`src/rtl/prc_pkg.sv`:
```
`timescale 1ns / 1ps
// Package for the packed raster crop unit: register indexes, format codes,
// queue sizes and the records passed between front, queue and back.
// No dependencies.
package prc_pkg;

   localparam int COORD_MAX_BITS = 24;
   localparam int CSR_DATA_BITS  = 16;
   localparam int CSR_INDEX_BITS = 4;
   localparam int PIX_BITS       = 7;
   localparam int BYTE_BITS      = 8;

   localparam logic [CSR_INDEX_BITS-1:0] REG_SOURCE_WIDTH  = 4'd0;
   localparam logic [CSR_INDEX_BITS-1:0] REG_SOURCE_HEIGHT = 4'd1;
   localparam logic [CSR_INDEX_BITS-1:0] REG_CROP_LEFT     = 4'd2;
   localparam logic [CSR_INDEX_BITS-1:0] REG_CROP_TOP      = 4'd3;
   localparam logic [CSR_INDEX_BITS-1:0] REG_CROP_WIDTH    = 4'd4;
   localparam logic [CSR_INDEX_BITS-1:0] REG_CROP_HEIGHT   = 4'd5;
   localparam logic [CSR_INDEX_BITS-1:0] REG_FORMAT_CODE   = 4'd6;
   localparam logic [CSR_INDEX_BITS-1:0] REG_SWAP_SIXTEEN  = 4'd7;

   localparam logic [2:0] DEPTH_CODE_1  = 3'd0;
   localparam logic [2:0] DEPTH_CODE_4  = 3'd2;
   localparam logic [2:0] DEPTH_CODE_8  = 3'd3;
   localparam logic [2:0] DEPTH_CODE_16 = 3'd4;

   localparam logic [5:0]          FORMAT_RESET    = 6'd11;
   localparam logic [PIX_BITS-1:0] SWAP_PIXEL_BITS = 7'd16;

   localparam int         SETTLE_BITS   = 2;
   localparam logic [1:0] SETTLE_CYCLES = 2'd2;

   localparam int QUEUE_DEPTH    = 4;
   localparam int QUEUE_PTR_BITS = 2;
   localparam int OUT_DEPTH      = 4;
   localparam int OUT_PTR_BITS   = 2;
   localparam logic [OUT_PTR_BITS:0] OUT_TAKE_LIMIT = 3'd2;

   typedef struct packed {
      logic settled;
      logic cfg_ok;
      logic swap_active;
   } cfg_flags_type;

   typedef struct packed {
      logic       is_error;
      logic       row_end;
      logic       last_row;
      logic [3:0] count;
      logic [7:0] bits;
   } entry_type;

   typedef struct packed {
      logic [7:0] data;
      logic       row_last;
      logic       frame_last;
      logic       status;
   } result_type;

endpackage

```
`src/rtl/prc_csr.sv`:
```
`timescale 1ns / 1ps
// Configuration registers and derived crop geometry (two registered stages).
// Depends on prc_pkg.
module prc_csr #(
   parameter int COORD_BITS = 16,
   parameter int BW         = 24
) (
   input  logic                                clock,
   input  logic                                reset,
   input  logic                                csr_we,
   input  logic [prc_pkg::CSR_INDEX_BITS-1:0]  csr_index,
   input  logic [prc_pkg::CSR_DATA_BITS-1:0]   csr_wdata,
   output logic [COORD_BITS-1:0]               source_height,
   output logic [COORD_BITS-1:0]               crop_top,
   output logic [COORD_BITS:0]                 top_end,
   output logic [BW-1:0]                       row_bits,
   output logic [BW-1:0]                       lo_bits,
   output logic [BW-1:0]                       hi_bits,
   output prc_pkg::cfg_flags_type              flags
);

   logic [prc_pkg::COORD_MAX_BITS-1:0] wide_data;
   logic [COORD_BITS-1:0]              coord_value;

   logic [COORD_BITS-1:0] width_ff, height_ff, left_ff, top_ff, cw_ff, ch_ff;
   logic [5:0]            format_ff;
   logic                  swap_ff;
   logic [prc_pkg::SETTLE_BITS-1:0] settle_ff;

   logic [prc_pkg::PIX_BITS-1:0] pb_in, pb_ff;
   logic [COORD_BITS:0]          lpw_in, lpw_ff, tph_in, tph_ff;
   logic [BW-1:0]                row_bits_in, row_bits_ff, lo_in, lo_ff, hi_in, hi_ff;
   logic                         ok_in, ok_ff, swap_act_in, swap_act_ff;
   logic [2:0]                   channels;

   assign wide_data = {{(prc_pkg::COORD_MAX_BITS - prc_pkg::CSR_DATA_BITS){1'b0}}, csr_wdata};
   assign coord_value = wide_data[COORD_BITS-1:0];

   always_ff @(posedge clock) begin
      if (reset) begin
         width_ff  <= COORD_BITS'(1);
         height_ff <= COORD_BITS'(1);
         left_ff   <= '0;
         top_ff    <= '0;
         cw_ff     <= COORD_BITS'(1);
         ch_ff     <= COORD_BITS'(1);
         format_ff <= prc_pkg::FORMAT_RESET;
         swap_ff   <= 1'b0;
         settle_ff <= prc_pkg::SETTLE_CYCLES;
      end else if (csr_we) begin
         settle_ff <= prc_pkg::SETTLE_CYCLES;
         unique case (csr_index)
            prc_pkg::REG_SOURCE_WIDTH:  width_ff  <= coord_value;
            prc_pkg::REG_SOURCE_HEIGHT: height_ff <= coord_value;
            prc_pkg::REG_CROP_LEFT:     left_ff   <= coord_value;
            prc_pkg::REG_CROP_TOP:      top_ff    <= coord_value;
            prc_pkg::REG_CROP_WIDTH:    cw_ff     <= coord_value;
            prc_pkg::REG_CROP_HEIGHT:   ch_ff     <= coord_value;
            prc_pkg::REG_FORMAT_CODE:   format_ff <= csr_wdata[5:0];
            prc_pkg::REG_SWAP_SIXTEEN:  swap_ff   <= csr_wdata[0];
            default: ;
         endcase
      end else if (settle_ff != '0) begin
         settle_ff <= settle_ff - prc_pkg::SETTLE_BITS'(1);
      end
   end

   assign channels = format_ff[5:3];

   always_comb begin
      unique case (format_ff[2:0])
         prc_pkg::DEPTH_CODE_1:  pb_in = {4'b0000, channels};
         prc_pkg::DEPTH_CODE_4:  pb_in = {2'b00, channels, 2'b00};
         prc_pkg::DEPTH_CODE_8:  pb_in = {1'b0, channels, 3'b000};
         prc_pkg::DEPTH_CODE_16: pb_in = {channels, 4'b0000};
         default:                pb_in = '0;
      endcase
   end

   assign lpw_in = {1'b0, left_ff} + {1'b0, cw_ff};
   assign tph_in = {1'b0, top_ff} + {1'b0, ch_ff};

   assign row_bits_in = {{(BW - COORD_BITS){1'b0}}, width_ff}
                      * {{(BW - prc_pkg::PIX_BITS){1'b0}}, pb_ff};
   assign lo_in       = {{(BW - COORD_BITS){1'b0}}, left_ff}
                      * {{(BW - prc_pkg::PIX_BITS){1'b0}}, pb_ff};
   assign hi_in       = {{(BW - COORD_BITS - 1){1'b0}}, lpw_ff}
                      * {{(BW - prc_pkg::PIX_BITS){1'b0}}, pb_ff};
   assign ok_in = (pb_ff != '0) && (width_ff != '0) && (height_ff != '0)
               && (cw_ff != '0) && (ch_ff != '0)
               && (lpw_ff <= {1'b0, width_ff}) && (tph_ff <= {1'b0, height_ff});
   assign swap_act_in = swap_ff && (pb_ff == prc_pkg::SWAP_PIXEL_BITS);

   always_ff @(posedge clock) begin
      pb_ff       <= pb_in;
      lpw_ff      <= lpw_in;
      tph_ff      <= tph_in;
      row_bits_ff <= row_bits_in;
      lo_ff       <= lo_in;
      hi_ff       <= hi_in;
      ok_ff       <= ok_in;
      swap_act_ff <= swap_act_in;
   end

   assign source_height     = height_ff;
   assign crop_top          = top_ff;
   assign top_end           = tph_ff;
   assign row_bits          = row_bits_ff;
   assign lo_bits           = lo_ff;
   assign hi_bits           = hi_ff;
   assign flags.settled     = (settle_ff == '0);
   assign flags.cfg_ok      = ok_ff;
   assign flags.swap_active = swap_act_ff;

endmodule

```
`src/rtl/prc_front.sv`:
```
`timescale 1ns / 1ps
// Front end: accepts source words, tracks row and bit position, selects the
// cropped bits of each word and queues them. Depends on prc_pkg.
module prc_front #(
   parameter int COORD_BITS = 16,
   parameter int BW         = 24
) (
   input  logic                   clock,
   input  logic                   reset,
   input  logic                   restart,
   input  logic                   req_tvalid,
   output logic                   req_tready,
   input  logic [7:0]             req_tdata,
   input  logic [COORD_BITS-1:0]  source_height,
   input  logic [COORD_BITS-1:0]  crop_top,
   input  logic [COORD_BITS:0]    top_end,
   input  logic [BW-1:0]          row_bits,
   input  logic [BW-1:0]          lo_bits,
   input  logic [BW-1:0]          hi_bits,
   input  prc_pkg::cfg_flags_type flags,
   input  logic                   queue_full,
   output logic                   push,
   output prc_pkg::entry_type     push_entry
);

   logic [BW-1:0]         pos_ff, pos_next8, first_bit, stop_bit, start_off, span;
   logic [COORD_BITS-1:0] row_ff;
   logic                  err_ff;
   logic [COORD_BITS:0]   row_ext, row_inc;
   logic                  in_rows, last_row, hit, row_end, err_now, need_push, take;
   logic [2:0]            offset;
   logic [3:0]            count;
   logic [7:0]            bits;

   assign pos_next8 = pos_ff + BW'(prc_pkg::BYTE_BITS);
   assign row_ext   = {1'b0, row_ff};
   assign row_inc   = row_ext + (COORD_BITS + 1)'(1);

   assign in_rows  = (row_ff >= crop_top) && (row_ext < top_end);
   assign last_row = (row_inc == top_end);

   assign first_bit = (pos_ff >= lo_bits) ? pos_ff : lo_bits;
   assign stop_bit  = (pos_next8 <= hi_bits) ? pos_next8 : hi_bits;
   assign start_off = first_bit - pos_ff;
   assign span      = stop_bit - first_bit;

   assign hit     = in_rows && (stop_bit > first_bit);
   assign row_end = hit && (hi_bits <= pos_next8);
   assign offset  = start_off[2:0];
   assign count   = span[3:0];
   assign bits    = (req_tdata << offset) & ~(8'hFF >> count);

   assign err_now   = (pos_ff == '0) && (row_ff == '0) && !flags.cfg_ok;
   assign need_push = err_now || hit;

   assign req_tready = flags.settled && (err_ff || !need_push || !queue_full);
   assign take       = req_tvalid && req_tready;
   assign push       = take && !err_ff && need_push;

   assign push_entry.is_error = err_now;
   assign push_entry.row_end  = row_end;
   assign push_entry.last_row = last_row;
   assign push_entry.count    = count;
   assign push_entry.bits     = bits;

   always_ff @(posedge clock) begin
      if (reset || restart) begin
         pos_ff <= '0;
         row_ff <= '0;
         err_ff <= 1'b0;
      end else if (take && !err_ff) begin
         if (err_now) begin
            err_ff <= 1'b1;
         end else if (pos_next8 >= row_bits) begin
            pos_ff <= '0;
            row_ff <= (row_inc >= {1'b0, source_height}) ? '0 : row_inc[COORD_BITS-1:0];
         end else begin
            pos_ff <= pos_next8;
         end
      end
   end

endmodule

```
`src/rtl/prc_fifo.sv`:
```
`timescale 1ns / 1ps
// Short queue of selected-bit records between front and back.
// Depends on prc_pkg.
module prc_fifo (
   input  logic               clock,
   input  logic               reset,
   input  logic               flush,
   input  logic               push,
   input  prc_pkg::entry_type push_entry,
   output logic               full,
   input  logic               pop,
   output logic               empty,
   output prc_pkg::entry_type head
);

   prc_pkg::entry_type mem_ff [prc_pkg::QUEUE_DEPTH];
   logic [prc_pkg::QUEUE_PTR_BITS-1:0] wr_ptr_ff, rd_ptr_ff;
   logic [prc_pkg::QUEUE_PTR_BITS:0]   count_ff;
   logic                               do_push, do_pop;

   assign full    = (count_ff == (prc_pkg::QUEUE_PTR_BITS + 1)'(prc_pkg::QUEUE_DEPTH));
   assign empty   = (count_ff == '0);
   assign do_push = push && !full;
   assign do_pop  = pop && !empty;
   assign head    = mem_ff[rd_ptr_ff];

   always_ff @(posedge clock) begin
      if (do_push) begin
         mem_ff[wr_ptr_ff] <= push_entry;
      end
   end

   always_ff @(posedge clock) begin
      if (reset || flush) begin
         wr_ptr_ff <= '0;
         rd_ptr_ff <= '0;
         count_ff  <= '0;
      end else begin
         if (do_push) begin
            wr_ptr_ff <= wr_ptr_ff + prc_pkg::QUEUE_PTR_BITS'(1);
         end
         if (do_pop) begin
            rd_ptr_ff <= rd_ptr_ff + prc_pkg::QUEUE_PTR_BITS'(1);
         end
         unique case ({do_push, do_pop})
            2'b10:   count_ff <= count_ff + (prc_pkg::QUEUE_PTR_BITS + 1)'(1);
            2'b01:   count_ff <= count_ff - (prc_pkg::QUEUE_PTR_BITS + 1)'(1);
            default: count_ff <= count_ff;
         endcase
      end
   end

endmodule

```
`src/rtl/prc_back.sv`:
```
`timescale 1ns / 1ps
// Back end: packs selected bits into output words, applies the 16-bit pair
// swap and buffers results for the response channel. Depends on prc_pkg.
module prc_back (
   input  logic                   clock,
   input  logic                   reset,
   input  logic                   restart,
   input  logic                   head_valid,
   input  prc_pkg::entry_type     head,
   output logic                   pop,
   input  prc_pkg::cfg_flags_type flags,
   output logic                   rsp_tvalid,
   input  logic                   rsp_tready,
   output logic [7:0]             rsp_tdata,  // out_byte
   output logic                   rsp_tlast,  // row_last
   output logic [1:0]             rsp_tuser   // [0] frame_last, [1] status
);

   logic [7:0] buf_ff, buf_in, held_ff, held_in;
   logic [2:0] pc_ff, pc_in;
   logic       held_valid_ff, held_valid_in;

   prc_pkg::result_type out_mem_ff [prc_pkg::OUT_DEPTH];
   logic [prc_pkg::OUT_PTR_BITS-1:0] wr_ptr_ff, rd_ptr_ff;
   logic [prc_pkg::OUT_PTR_BITS:0]   count_ff;

   logic [15:0] merged;
   logic [3:0]  total;
   logic        emit0, emit1, rsp_pop;
   prc_pkg::result_type dlv [2];
   logic                dlv_valid [2];
   prc_pkg::result_type slot [2];
   logic [1:0]          nout;

   assign pop     = head_valid && (count_ff <= prc_pkg::OUT_TAKE_LIMIT);
   assign rsp_pop = rsp_tvalid && rsp_tready;

   assign merged = {buf_ff, 8'h00} | ({head.bits, 8'h00} >> pc_ff);
   assign total  = {1'b0, pc_ff} + head.count;
   assign emit0  = total[3] || head.row_end;
   assign emit1  = head.row_end && total[3] && (total[2:0] != 3'd0);

   always_comb begin
      dlv[0].data       = merged[15:8];
      dlv[0].row_last   = head.row_end && !emit1;
      dlv[0].frame_last = head.row_end && !emit1 && head.last_row;
      dlv[0].status     = 1'b0;
      dlv[1].data       = merged[7:0];
      dlv[1].row_last   = 1'b1;
      dlv[1].frame_last = head.last_row;
      dlv[1].status     = 1'b0;
      dlv_valid[0]      = emit0;
      dlv_valid[1]      = emit1;
   end

   always_comb begin
      slot[0]       = '0;
      slot[1]       = '0;
      nout          = 2'd0;
      held_in       = held_ff;
      held_valid_in = held_valid_ff;
      if (head.is_error) begin
         slot[0].status = 1'b1;
         nout           = 2'd1;
      end else if (!flags.swap_active) begin
         slot[0] = dlv[0];
         slot[1] = dlv[1];
         nout    = {emit1, emit0 && !emit1};
      end else begin
         for (int i = 0; i < 2; i++) begin
            if (dlv_valid[i]) begin
               if (!held_valid_in) begin
                  held_in       = dlv[i].data;
                  held_valid_in = 1'b1;
               end else begin
                  slot[0].data     = dlv[i].data;
                  slot[1].data     = held_in;
                  slot[1].row_last   = dlv[i].row_last;
                  slot[1].frame_last = dlv[i].frame_last;
                  nout             = 2'd2;
                  held_valid_in    = 1'b0;
               end
            end
         end
      end
   end

   assign pc_in  = head.row_end ? 3'd0 : total[2:0];
   assign buf_in = head.row_end ? 8'h00 : (total[3] ? merged[7:0] : merged[15:8]);

   always_ff @(posedge clock) begin
      if (reset || restart) begin
         buf_ff        <= '0;
         pc_ff         <= '0;
         held_valid_ff <= 1'b0;
      end else if (pop && !head.is_error) begin
         buf_ff        <= buf_in;
         pc_ff         <= pc_in;
         held_valid_ff <= held_valid_in;
      end
   end

   always_ff @(posedge clock) begin
      if (pop && !head.is_error) begin
         held_ff <= held_in;
      end
   end

   always_ff @(posedge clock) begin
      if (pop && (nout != 2'd0)) begin
         out_mem_ff[wr_ptr_ff] <= slot[0];
      end
      if (pop && (nout == 2'd2)) begin
         out_mem_ff[wr_ptr_ff + prc_pkg::OUT_PTR_BITS'(1)] <= slot[1];
      end
   end

   always_ff @(posedge clock) begin
      if (reset) begin
         wr_ptr_ff <= '0;
         rd_ptr_ff <= '0;
         count_ff  <= '0;
      end else begin
         if (pop) begin
            wr_ptr_ff <= wr_ptr_ff + prc_pkg::OUT_PTR_BITS'(nout);
         end
         if (rsp_pop) begin
            rd_ptr_ff <= rd_ptr_ff + prc_pkg::OUT_PTR_BITS'(1);
         end
         count_ff <= count_ff
                   + (pop ? (prc_pkg::OUT_PTR_BITS + 1)'(nout) : '0)
                   - (prc_pkg::OUT_PTR_BITS + 1)'(rsp_pop);
      end
   end

   assign rsp_tvalid = (count_ff != '0);
   assign rsp_tdata  = out_mem_ff[rd_ptr_ff].data;
   assign rsp_tlast  = out_mem_ff[rd_ptr_ff].row_last;
   assign rsp_tuser  = {out_mem_ff[rd_ptr_ff].status, out_mem_ff[rd_ptr_ff].frame_last};

endmodule

```
`src/rtl/packed_raster_crop_unit.sv`:
```
`timescale 1ns / 1ps
// Top level of the packed raster crop unit: register file, front end,
// record queue and back end. Depends on prc_pkg and the prc_* modules.
//
// Takes up to one source body word per cycle on req_ and delivers up to one
// result word per cycle on rsp_; a source word can cause up to two result
// words, which a four-entry output buffer absorbs while the back end keeps pace
// with the front end through a four-entry record queue. After reset and after
// every register write req_tready stays low while the crop geometry products
// are formed in two register stages. The user must write registers only while
// the unit is idle (the unit does not enforce it); any write restarts the frame.
// A bad format or a rectangle outside the source yields one result with status
// set, and the rest of the frame is dropped until the next register write or reset.
module packed_raster_crop_unit #(
   parameter int COORD_BITS = 16
) (
   input  logic                               clock,
   input  logic                               reset,
   input  logic                               req_tvalid,
   output logic                               req_tready,
   input  logic [7:0]                         req_tdata,  // in_byte
   output logic                               rsp_tvalid,
   input  logic                               rsp_tready,
   output logic [7:0]                         rsp_tdata,  // out_byte
   output logic                               rsp_tlast,  // row_last
   output logic [1:0]                         rsp_tuser,  // [0] frame_last, [1] status
   input  logic                               csr_we,
   input  logic [prc_pkg::CSR_INDEX_BITS-1:0] csr_index,
   input  logic [prc_pkg::CSR_DATA_BITS-1:0]  csr_wdata
);

   localparam int BW = COORD_BITS + 8;

   logic [COORD_BITS-1:0]  source_height, crop_top;
   logic [COORD_BITS:0]    top_end;
   logic [BW-1:0]          row_bits, lo_bits, hi_bits;
   prc_pkg::cfg_flags_type flags;
   logic                   queue_full, queue_empty, push, pop;
   prc_pkg::entry_type     push_entry, head;

   prc_csr #(.COORD_BITS(COORD_BITS), .BW(BW)) u_csr (
      .clock         (clock),
      .reset         (reset),
      .csr_we        (csr_we),
      .csr_index     (csr_index),
      .csr_wdata     (csr_wdata),
      .source_height (source_height),
      .crop_top      (crop_top),
      .top_end       (top_end),
      .row_bits      (row_bits),
      .lo_bits       (lo_bits),
      .hi_bits       (hi_bits),
      .flags         (flags)
   );

   prc_front #(.COORD_BITS(COORD_BITS), .BW(BW)) u_front (
      .clock         (clock),
      .reset         (reset),
      .restart       (csr_we),
      .req_tvalid    (req_tvalid),
      .req_tready    (req_tready),
      .req_tdata     (req_tdata),
      .source_height (source_height),
      .crop_top      (crop_top),
      .top_end       (top_end),
      .row_bits      (row_bits),
      .lo_bits       (lo_bits),
      .hi_bits       (hi_bits),
      .flags         (flags),
      .queue_full    (queue_full),
      .push          (push),
      .push_entry    (push_entry)
   );

   prc_fifo u_fifo (
      .clock      (clock),
      .reset      (reset),
      .flush      (csr_we),
      .push       (push),
      .push_entry (push_entry),
      .full       (queue_full),
      .pop        (pop),
      .empty      (queue_empty),
      .head       (head)
   );

   prc_back u_back (
      .clock      (clock),
      .reset      (reset),
      .restart    (csr_we),
      .head_valid (!queue_empty),
      .head       (head),
      .pop        (pop),
      .flags      (flags),
      .rsp_tvalid (rsp_tvalid),
      .rsp_tready (rsp_tready),
      .rsp_tdata  (rsp_tdata),
      .rsp_tlast  (rsp_tlast),
      .rsp_tuser  (rsp_tuser)
   );

endmodule

```
`config.mk`:
```
export PLATFORM = sky130hd
export DESIGN_NAME = packed_raster_crop_unit
export DESIGN_NICKNAME = d
export VERILOG_FILES = /design/src/rtl/prc_pkg.sv /design/src/rtl/prc_csr.sv /design/src/rtl/prc_front.sv /design/src/rtl/prc_fifo.sv /design/src/rtl/prc_back.sv /design/src/rtl/packed_raster_crop_unit.sv
export SDC_FILE = /design/constraint.sdc
export NUM_CORES = 2
export LEC_CHECK = 0
export BUFFER_PORTS_ARGS = -buffer_cell sky130_fd_sc_hd__buf_4
export CAP_MARGIN = 20
export CORE_UTILIZATION = 54
export DETAILED_ROUTE_END_ITERATION = 10
export HOLD_SLACK_MARGIN = 0.12
export PLACE_DENSITY = 0.73
export SKIP_LAST_GASP = 1
export SYNTH_ARGS = -nofsm -noshare
export SYNTH_HDL_FRONTEND = slang
export SYNTH_SLANG_ARGS = --single-unit
```
`constraint.sdc`:
```
create_clock -name clock -period 7.3 [get_ports clock]
set_clock_uncertainty 0.15 [all_clocks]
set_input_delay 0.73 -clock clock [delete_from_list [all_inputs] [get_ports clock]]
set_output_delay 0.73 -clock clock [all_outputs]
set_load 0.005 [all_outputs]
```
# == Word level (Yosys, flattened, before mapping) ==
# Memory sizes are Yosys's and may differ from the RTL's. A register that Yosys moved wholly into a read port is not among the register bits.
# Index checks and enable logic that the tools add are counted.
# totals
elab_cells,206
regBits,293
out_inout_bits,13
n_memories,2
ram_bits,104
inputBits,33
# mem_list
name,depth,word_bits,read_ports,rd_clocked_by_memory_dff,wr,line,rtl
u_fifo.mem_ff,4,15,1,1,1,prc_fifo.sv:16,prc_pkg::entry_type mem_ff [prc_pkg::QUEUE_DEPTH];
u_back.out_mem_ff,4,11,1,1,2,prc_back.sv:23,prc_pkg::result_type out_mem_ff [prc_pkg::OUT_DEPTH];
# op_classes
n_mux,50
add_sub_neg,17
n_bitwise,5
multipliers,3
magnitude_cmp,11
n_shift,3
eq_ne,16
n_reduce_logical,69
# ops
op,n
$mux W8,11
$mux W24,3
$reduce_bool A16 Y1,4
$mux W10,6
$ge A24 B23 Y1,2
$le A24 B24 Y1,2
$mul A16 B7 Y23,2
$add A16 B16 Y17,2
$le A17 B16 Y1,2
$logic_and A1 B1 Y1,28
$pmux W7 S4,1
$add A24 B4 Y24 const B,1
$gt A24 B24 Y1,1
$logic_not A24 Y1,1
$mul A17 B7 Y24,1
$mux W2,11
$reduce_and A2 Y1,10
$add A16 B1 Y17 const B,1
$eq A17 B17 Y1,1
$ge A17 B16 Y1,1
$lt A16 B17 Y1,1
$eq A4 B3 Y1 const B,4
$ge A16 B16 Y1,1
$logic_not A16 Y1,1
other kinds (40),76

# == Logic depth before layout (Yosys ltp) ==
# logic_depth
ltp_word,16
mapped_depth,32
ltp_nobuf,30

# == Cells and area by module ==
# From an unflattened synthesis, not the netlist that was laid out.
# unflattened
hier_cells,3722
area_unflattened_um2,33684.8
# by_module_without_submodules
mod,seq_area_each_um2,area_per_inst_um2,cells_per_inst,n_inst
prc_csr,4364.2,19510.0,2219,1
prc_front,760.7,6894.1,901,1
prc_back,1941.9,4620.7,467,1
prc_fifo,1981.9,2656.3,134,1
packed_raster_crop_unit,0.0,3.8,1,1

# == Least setup slack after synthesis ==
# No wires, ideal clock.
# synth_timing
path_type,reg2reg
from,reg u_front.pos_ff[3]
to,reg u_fifo.count_ff[2] in the netlist's numbering
arrival_ns,6.637
path_slack_ns,0.442
stages_incl_launch_ff,32
required_time_ns,7.080
path_buffers,1
period_less_slack_ns,6.858
path_cell_list,dfxtp_1 -> ha_1 -> and3_1 -> and3_1 -> and3_1 -> and3_1 -> and3_1 -> xor2_1 -> ha_1 -> a21o_1 -> a21oi_1 -> o211ai_1 -> a21oi_1 -> a41o_1 -> clkbuf_1 -> mux2_2 -> ha_1 -> a21o_1 -> a21o_1 -> a211oi_1 -> o21ai_1 -> o221a_2 -> o211a_2 -> o21bai_1 -> nor3_1 -> inv_1 -> ha_1 -> inv_1 -> fa_1 -> xor2_1 -> or3_1 -> a21oi_1
# synth_between
elab_chain_len,16
# synth_lines
item,line,rtl
from (decl),prc_front.sv:26,"logic [BW-1:0] pos_ff, pos_next8, first_bit, stop_bit, start_off, span;"
from (signal assigned),prc_front.sv:78,pos_ff <= pos_next8;
$add A24 B4 Y24,prc_front.sv:35,assign pos_next8 = pos_ff + BW'(prc_pkg::BYTE_BITS);
$le A24 B24 Y1,prc_front.sv:43,assign stop_bit = (pos_next8 <= hi_bits) ? pos_next8 : hi_bits;
$mux W24,prc_front.sv:43,
$gt A24 B24 Y1,prc_front.sv:47,assign hit = in_rows && (stop_bit > first_bit);
$logic_and A1 B1 Y1,prc_front.sv:47,
$logic_or A1 B1 Y1 (*),prc_front.sv:54,assign need_push = err_now || hit;
$logic_not A1 Y1,prc_front.sv:56,assign req_tready = flags.settled && (err_ff || !need_push || !queue_full);
$logic_or A1 B1 Y1 (2 in series),prc_front.sv:56,
$logic_and A1 B1 Y1,prc_front.sv:56,
$logic_and A1 B1 Y1,prc_front.sv:57,assign take = req_tvalid && req_tready;
$logic_and A1 B1 Y1,prc_front.sv:58,assign push = take && !err_ff && need_push;
$logic_and A1 B1 Y1 (*),prc_front.sv:58,
$logic_and A1 B1 Y1 (*),prc_fifo.sv:23,assign do_push = push && !full;
$eq A2 B1 Y1 or $eq A2 B2 Y1 (tied branches),prc_fifo.sv:45,"unique case ({do_push, do_pop})"
$pmux W3 S2 or $reduce_bool A2 Y1 (tied branches),--,
to (signal assigned),prc_fifo.sv:46,2'b10: count_ff <= count_ff + (prc_pkg::QUEUE_PTR_BITS + 1)'(1);
to (signal assigned),prc_fifo.sv:47,2'b01: count_ff <= count_ff - (prc_pkg::QUEUE_PTR_BITS + 1)'(1);
to (signal assigned),prc_fifo.sv:48,default: count_ff <= count_ff;
to (decl),prc_fifo.sv:18,logic [prc_pkg::QUEUE_PTR_BITS:0] count_ff;
# Mark *: on every way between the ends. The rest lies on a longest branch, timed or not.
# A chain may end at the register's enable or synchronous reset.

# == Worst setup path in the final report ==
# layout_timing
from,reg u_front.pos_ff[3]
to,out req_tready
# layout_between
elab_chain_len,10
# layout_lines
item,line,rtl
$add A24 B4 Y24,prc_front.sv:35,
$le A24 B24 Y1,prc_front.sv:43,
$mux W24,prc_front.sv:43,
$gt A24 B24 Y1,prc_front.sv:47,
$logic_and A1 B1 Y1,prc_front.sv:47,
$logic_or A1 B1 Y1 (*),prc_front.sv:54,
$logic_not A1 Y1 (*),prc_front.sv:56,
$logic_or A1 B1 Y1 (*) (2 in series),prc_front.sv:56,
$logic_and A1 B1 Y1 (*),prc_front.sv:56,
to (decl),packed_raster_crop_unit.sv:20,"output logic req_tready,"
# Marked as above.

==> results.py <==
metrics = {
    "status": {
        "status": "completed",
    },
    "yosys": {
        "syn_area_sq_um": 32100,
        "syn-instance-count": 3577,
        "syn_nets": 4169,
        "synth_top_area_share_pct": 18.1,
        "synth-edff-count": 108,
        "synthDistinctLibCells": 87,
        "async_reset_ff_share_pct": 0,
        "synth_area_leader_cell": "dfxtp_1",
        "syn_avg_cell_area_sq_um": 8.96,
        "synth_flop_cell": "dfxtp_1",
        "synthTopCellsByArea": "dfxtp_1, fa_1, ha_1",
        "seq_area_frac_synth_pct": 28.2,
        "ys_seq_elements": 398,
        "yosysWarnings": 0,
    },
    "worst_hold_path": {
        "min_to": "u_back.out_mem_ff[0][0]",
        "min_from": "u_back.out_mem_ff[0][0]",
        "hold_path_depth": 2,
        "hold_path_class": "flip-flop to flip-flop",
    },
    "critical_path": {
        "cp.required_ns": 6.42,
        "crit_arrival_ns": 6.12,
        "start_kind": "flip-flop",
        "rrSetupSlack_ns": 0.51,
        "rr_startpoint": "u_front.pos_ff[3]",
        "r2r_cells": 30,
        "r2r-end": "u_fifo.count_ff[2]",
        "worstSetupPathType": "flip-flop to primary output",
        "end_kind": "primary output",
        "critPathMaxFanout": 11,
    },
    "final_layout": {
        "final_common_cell": "nand2_1",
        "final_layout_size_suffix_gt1_share_pct": 7.19,
        "synthToLayoutAreaGrowth_pct": 7.84,
        "fin_util_pct": 59.5,
        "layout_common_cells": "nand2_1, inv_1, ha_1",
        "nets": 4129,
        "diodes": 0,
    },
    "placed_design": {
        "dp_hpwl_um": 62200,
        "port_buffers": 45,
        "routabilityCongestion": 0.967,
    },
    "floorplanning": {
        "boundaryPins": 46,
        "dieHeight_um": 246,
        "num_rows": 88,
        "die-area_sq_um": 60300,
        "initial_utilization_pct": 55.1,
        "die_w_um": 246,
        "core_area_sq_um": 58100,
    },
    "grt": {
        "gr-total-overflow": 0,
        "grt_pass1_wl_um": 132000,
        "grt_start_max_net_pins": 70,
        "grt_pass1_vias": 24525,
        "track_usage_pct": 27.6,
        "antenna_found_initial": 3,
    },
    "timing": {
        "drv_slew": 0,
        "finalSetupViolations": 0,
        "worst_slew_pin_slew_ns": 1.11,
        "fin_crit_sh_pct": 95.8,
        "rsz0062_at_grt": "false",
        "clock.fmax_mhz": 143,
        "slew_headroom_pct": 26.0,
        "finalSetupTns_ns": 0,
        "finalHoldViolCount": 0,
        "min_period_ns": 7.00,
    },
    "detailed_routing": {
        "drt_pass1_iterations": 6,
        "drc": 0,
        "final_antenna_net_count": 0,
        "vias": 25175,
        "wl_per_cell_um": 18.8,
        "drt_iter0_drc": 1764,
        "via_per_inst": 5.80,
        "routed_wl_um": 81400,
    },
    "clock_tree": {
        "cts_buffers": 43,
        "root_buffer": "clkbuf_16",
        "clkTransAtPathRegs_ns": 0.06,
        "clk_latency_ns": 0.59,
        "clockBufferDepth": 3,
        "h-tree-depth": 2,
        "clock_sinks": 398,
        "ctsHoldBuffers": 0,
        "cts_tree": "yes",
    },
    "power": {
        "peakVddDrop_mv": 0.268,
        "leakagePower_nw": 15.6,
        "power.density_nw_per_um2": 159,
    },
    "job": {
        "maxCapViolCount": 0,
    },
}
==> cell type report <==
| type | instances | area (sq um) |
|---|---|---|
| timing repair buffer | 81 | 621 |
| multi-input combinational | 2605 | 20800 |
| clock buffer | 59 | 1250 |
| fill | 5081 | 23600 |
| sequential | 398 | 9060 |
| tap | 765 | 957 |
| inverter | 408 | 1530 |
| clock inverter | 21 | 339 |
==> repair_timing <==
action / CTS / global route
gates resized for setup: 2 / 7
endpoints found under the setup margin: 1 / 2
setup buffers: 0 / 2
pin swaps: 0 / 0
cloned: 0 / 0
==> worst max-delay path, stage by stage (launching register included) <==
cell and delay [ns]:
dfxtp_1 0.40, ha_1 0.24, and3_2 0.25, and3_1 0.21
and3_1 0.23, and3_1 0.23, and3_1 0.25, xor2_2 0.21
ha_1 0.28, a21o_1 0.17, a21oi_1 0.14, o211ai_1 0.13
a21oi_1 0.18, a41o_2 0.19, buf_4 0.22, mux2_2 0.35
ha_1 0.31, a21o_1 0.18, a211oi_1 0.22, o21ai_1 0.09
o221a_2 0.30, o211a_2 0.30, o21bai_2 0.16, o21a_1 0.17
buf_4 0.12
==> cells by family after synthesis <==
family          synth area share [%]
simple gates                    17.2
fa+ha+maj                       26.9
compound gates                  11.7
mux                             4.88
flops                           28.2
buf+inv                         6.95
other cells                   0.0234
xor+xnor                        4.04
==> routing by layer <==
layer / routed length, um / global-route usage (%) / part of all wire, %
met5: 11 / 0 / 0.014
met4: 2510 / 8.70 / 3.1
met3: 5380 / 3.67 / 6.6
met2: 37500 / 44.7 / 46
met1: 36000 / 38.1 / 44
==> Yosys cell counts, drive strengths merged, types with 39 or more instances <==
cell,count
nand2,575
inv,405
ha,341
dfxtp,290
a21oi,227
fa,218
nor2,185
clkbuf,138
and2,108
edfxtp,108
xnor2,104
o21ai,92
mux2i,63
nand3,55
nor3,49
a21o,44
o22ai,44
xor2,43
nand4,39
==> state kept, by name, indices dropped and copies added (netlist names), 17 cells and up, named ones only <==
register           count
u_back.out_mem_ff     44
u_csr.lo_bits         23
u_csr.lpw_ff          17
u_fifo.mem_ff         60
u_front.pos_ff        21
u_csr.hi_bits         24
u_csr.row_bits        23
u_csr.top_end         17
==> report_power, final <==
part           switching [mW]  internal [mW]  total (mW)
clock network           0.947           1.49        2.44
logic                   0.361          0.298       0.659
registers              0.0718           2.32        2.39
==> how the worst max path moves through the flow <==
stage | startpoint | endpoint | slack, ns
global placement | u_front.pos_ff[4] | u_fifo.count_ff[2] | 0.27
global route | u_front.pos_ff[3] | req_tready | 0.04
CTS | u_front.pos_ff[4] | req_tready | 0.06
floorplan | u_front.pos_ff[3] | u_fifo.count_ff[2] | 0.44
finish | u_front.pos_ff[3] | req_tready | 0.30
detailed placement | u_front.pos_ff[4] | u_fifo.count_ff[2] | 0.17
==> through the flow <==
stage,power (mW),cell area (sq um),setup slack (ns),std cells,hold slack (ns)
after floorplan,2.85,32100,0.442,3577,0.265
after global placement,3.08,32900,0.266,4255,0.292
after detailed placement,3.09,32900,0.174,4255,0.308
after CTS,5.51,34500,0.0626,4335,0.303
after global routing,5.67,34600,0.0406,4337,0.310
final,5.49,34600,0.303,4337,0.314
Note: power is estimated with default switching activity, not from simulation.
